[src/rtl/frs_pkg.sv]
`timescale 1ns / 1ps

package frs_pkg;

  localparam int POP_SIZE_DEF     = 64;
  localparam int FITNESS_BITS_DEF = 16;
  localparam int RAND_BITS_DEF    = 16;

  localparam logic [1:0] FUNC_CLEAR  = 2'd0;
  localparam logic [1:0] FUNC_LOAD   = 2'd1;
  localparam logic [1:0] FUNC_SELECT = 2'd2;

  localparam logic [1:0] ST_OK   = 2'd0;
  localparam logic [1:0] ST_FULL = 2'd1;
  localparam logic [1:0] ST_NONE = 2'd2;

  typedef struct packed {
    logic hit;
    logic miss;
  } cell_flags_t;

endpackage

[src/rtl/frs_cell.sv]
`timescale 1ns / 1ps

module frs_cell
  import frs_pkg::*;
#(
  parameter int FITNESS_BITS = FITNESS_BITS_DEF,
  parameter int RAND_BITS    = RAND_BITS_DEF,
  parameter int TOT_W        = FITNESS_BITS_DEF + 6,
  parameter int PROD_W       = TOT_W + RAND_BITS_DEF
) (
  input  logic                    clk,
  input  logic                    rst,
  input  logic                    wr_en,
  input  logic [FITNESS_BITS-1:0] wr_data,
  input  logic                    live,
  input  logic [PROD_W-1:0]       target,
  input  logic                    tok_in_act,
  input  logic [TOT_W-1:0]        tok_in_sum,
  output logic                    tok_out_act,
  output logic [TOT_W-1:0]        tok_out_sum,
  output cell_flags_t             flags
);

  logic [FITNESS_BITS-1:0] value;
  logic                    tok_act;
  logic [TOT_W-1:0]        tok_sum;
  logic [TOT_W-1:0]        sum_new;
  logic                    reached;

  always_ff @(posedge clk) begin
    if (rst) begin
      tok_act <= 1'b0;
    end else begin
      tok_act <= tok_in_act;
    end
    tok_sum <= tok_in_sum;
    if (wr_en) begin
      value <= wr_data;
    end
  end

  assign sum_new     = tok_sum + TOT_W'(value);
  assign reached     = {sum_new, {RAND_BITS{1'b0}}} >= target;
  assign flags.hit   = tok_act && live && reached;
  assign flags.miss  = tok_act && !live;
  assign tok_out_act = tok_act && live && !reached;
  assign tok_out_sum = sum_new;

endmodule

[config.mk]
export PLATFORM = sky130hd
export DESIGN_NAME = frs_cell
export DESIGN_NICKNAME = d
export VERILOG_FILES = /design/src/rtl/frs_pkg.sv /design/src/rtl/frs_cell.sv
export SDC_FILE = /design/constraint.sdc
export NUM_CORES = 1
export LEC_CHECK = 0
export BUFFER_PORTS_ARGS = -buffer_cell sky130_fd_sc_hd__buf_2
export CAP_MARGIN = 20
export CORE_MARGIN = 2
export CORE_UTILIZATION = 48
export DETAILED_ROUTE_END_ITERATION = 8
export HOLD_SLACK_MARGIN = 0.1
export PLACE_DENSITY_LB_ADDON = 0.2
export SYNTH_ARGS = -nofsm -noshare
export SYNTH_HDL_FRONTEND = slang
export SYNTH_SLANG_ARGS = --single-unit
export TNS_END_PERCENT = 30
[constraint.sdc]
create_clock -name clk -period 3.72 [get_ports clk]
set_input_delay 0.372 -clock clk [delete_from_list [all_inputs] [get_ports clk]]
set_output_delay 0.372 -clock clk [all_outputs]
set_load 0.05 [all_outputs]
==> results.py <==
metrics = {
    "floorplanning": {
        "die_x_um": 75.8,
        "ios": 106,
        "dieArea_um2": 5740,
        "die_h_um": 75.8,
        "start_util": 0.490,
        "core_area_um2": 5040,
        "rows": 26,
    },
    "critical_path": {
        "required_ps": 3350,
        "cp.arrival_ps": 3650,
        "crit_fanout": 4,
        "path_cells": "ha_4, a21oi_4, o211ai_2, a31oi_4, buf_6, o2111ai_1, o211ai_1, xnor2_4, ha_4, a21oi_2, nor2_1, a211oi_1, o21ai_1, a221oi_2, and3_4, buf_8",
        "end_kind": "primary output",
        "cpPeakStageDelay_ps": 480,
        "crit_type": "reg -> out",
        "start_kind": "flip-flop",
        "cp_slowest_cell": "edfxtp_1",
        "crit_top_cell": "ha_4",
    },
    "sta": {
        "setup_ws_ps": -300,
        "slew_headroom": 0.694,
        "tightest_slew_ps": 456,
        "finalCritPeriodShare": 1.08,
        "finalSetupViolCount": 2,
        "final_max_slew_viol_count": 0,
        "period_needed_ps": 4020,
        "grt_setup_unrepaired": "true",
        "tns_ps": -570,
        "finalHoldViolCount": 0,
        "fmax_ghz": 0.249,
    },
    "yosys": {
        "avgSynthCellArea_um2": 9.81,
        "ys_warn_count": 0,
        "synthCells": 252,
        "syn_nets": 372,
        "synth_ff_type": "dfxtp_1",
        "synth_top_area_frac": 0.194,
        "syn-cell-area_um2": 2470,
        "ys_seq_elements": 39,
        "synth_area_leaders": "edfxtp_1, ha_1, dfxtp_1, xnor2_1, a21oi_1",
        "synth_edf_count": 16,
        "ys_types": 42,
        "yosysSeqAreaShare": 0.381,
        "async_flop_share": 0,
        "yosysTopAreaCell": "edfxtp_1",
    },
    "place": {
        "portBuffers": 105,
        "gp_congestion": 0.817,
        "hpwl_um": 4930,
    },
    "power": {
        "pwr-share-comb": 0.519,
        "p_seq_frac": 0.281,
        "power_frac_clock": 0.200,
        "leakagePower_nw": 1.92,
        "intPower_mw": 1.06,
        "p_per_area_nw_per_um2": 441,
        "p_switching_mw": 0.686,
        "vdd_drop_max_mv": 0.299,
        "p_sw_frac": 0.393,
    },
    "routing": {
        "drtIter0Drc": 81,
        "drt_pass1_iterations": 4,
        "vias": 2375,
        "wire_per_inst_um": 13.3,
        "wirelength_um": 6350,
        "ant_nets": 0,
        "drc": 0,
        "vias_per_cell": 4.96,
    },
    "clock_tree": {
        "cts_tree": "done",
        "clock-root-buffer": "clkbuf_8",
        "clk_path_buf_depth": 2,
        "cts.sinks": 39,
        "cts_made_buffers": 5,
        "clkTransAtPathRegs_ps": 80,
        "htreeDepth": 2,
    },
    "cells_and_area": {
        "final_cell_mix": "buf_2, buf_4, ha_1",
        "insertedDiodeCount": 0,
        "layout.cells.most_common": "buf_2",
        "drive_gt1_frac": 0.494,
        "final_nets": 528,
        "area_growth_pct": 60.4,
        "final_core_util": 0.787,
    },
    "run_status": {
        "status": "finished with violations",
        "violations": "setup timing",
    },
    "global_route": {
        "antenna_found_initial": 0,
        "overflow": 0,
        "grt_util_all_layers": 0.230,
        "grt_pass1_vias": 2350,
        "grt_pass1_wl_um": 9940,
        "grt_max_degree": 17,
    },
    "min_path": {
        "hp-class": "in -> reg",
    },
    "job": {
        "max_cap_violations": 0,
    },
}
[power by group through the flow]
stage / Combinational [mW] / Clock (mW) / Sequential (mW)
3_5_place_dp: 0.818 / 0 / 0.500
4_1_cts: 0.888 / 0.359 / 0.491
3_3_place_gp: 0.806 / 0 / 0.499
5_1_grt: 0.972 / 0.379 / 0.494
6_report: 0.907 / 0.349 / 0.491
2_1_floorplan: 0.571 / 0 / 0.496
[registers in the layout, indices dropped and copies added, names as in the netlist]
signal and count:
tok_sum 22, value 16, tok_act 1
[worst paths after layout]
kind,to,slack (ps),depth (start not counted),startpoint
hold / removal,tok_sum[1],180,1,tok_in_sum[1]
setup / recovery,tok_out_act,-300,16,value[1]
[layer usage]
layer	vias to the layer above	wire (µm)	global-route usage
li1	1223	-	-
met5	-	0	0
met1	1072	2720	0.272
met3	10	315	0.0489
met2	70	3200	0.404
met4	0	114	0.0916
[critical path, delay by kind of cell, from the launching register on]
kind                     cells  cell delay [ps]
adder cells (fa/ha/maj)      2              550
XOR/XNOR                     1              250
buffers and inverters        2              300
flip-flops                   1              480
AND/OR/NAND/NOR              2              290
AO/OA/AOI/OAI                9             1480
[cell usage after synthesis (all sizes together), types with 5 or more instances]
master and number:
a21o 7, ha 38, nor2b 5, inv 28
xnor2 13, dfxtp 23, nand4 8, a21oi 24
and3 5, edfxtp 16, xor2 6, nor2 14
o21ai 11, nand2 18
[logic make-up after synthesis]
group	share of synthesized area
adders and majority gates	0.200
DFF	0.381
AOI/OAI and AO/OA	0.178
buffers and inverters	0.0440
and+or+nand+nor	0.130
xor gates and xnor gates	0.0673
[cell type report]
class                   count  area (µm²)
multi-input cells         184        1830
fillers                   313        1080
flip-flops and latches     39         941
repair buffers            150         891
inverters                  28         105
well taps                  70        87.6
clock buffers               6        72.6
clock inverters             2        37.5
[per-stage QoR]
step                      area, µm²  setup WS, ps  hold slack (ps)  std cells  total power [mW]
after floorplan                2770          -101              400        252              1.07
after global placement         3640          -160              474        460              1.30
after detailed placement       3640          -230              476        460              1.32
after CTS                      3950          -275              166        479              1.74
after global routing           3970          -461              160        479              1.85
final                          3970          -300              177        479              1.75
[repair_timing]
item | in CTS | in global routing
endpoints found under the hold margin | 0 | 0
endpoints found under the setup margin | 2 | 2
setup buffers | 11 | 0
resized for setup | 20 | 5
hold buffers | 0 | 0
pin swaps | 21 | 10
Note: power is estimated with default switching activity, not from simulation.
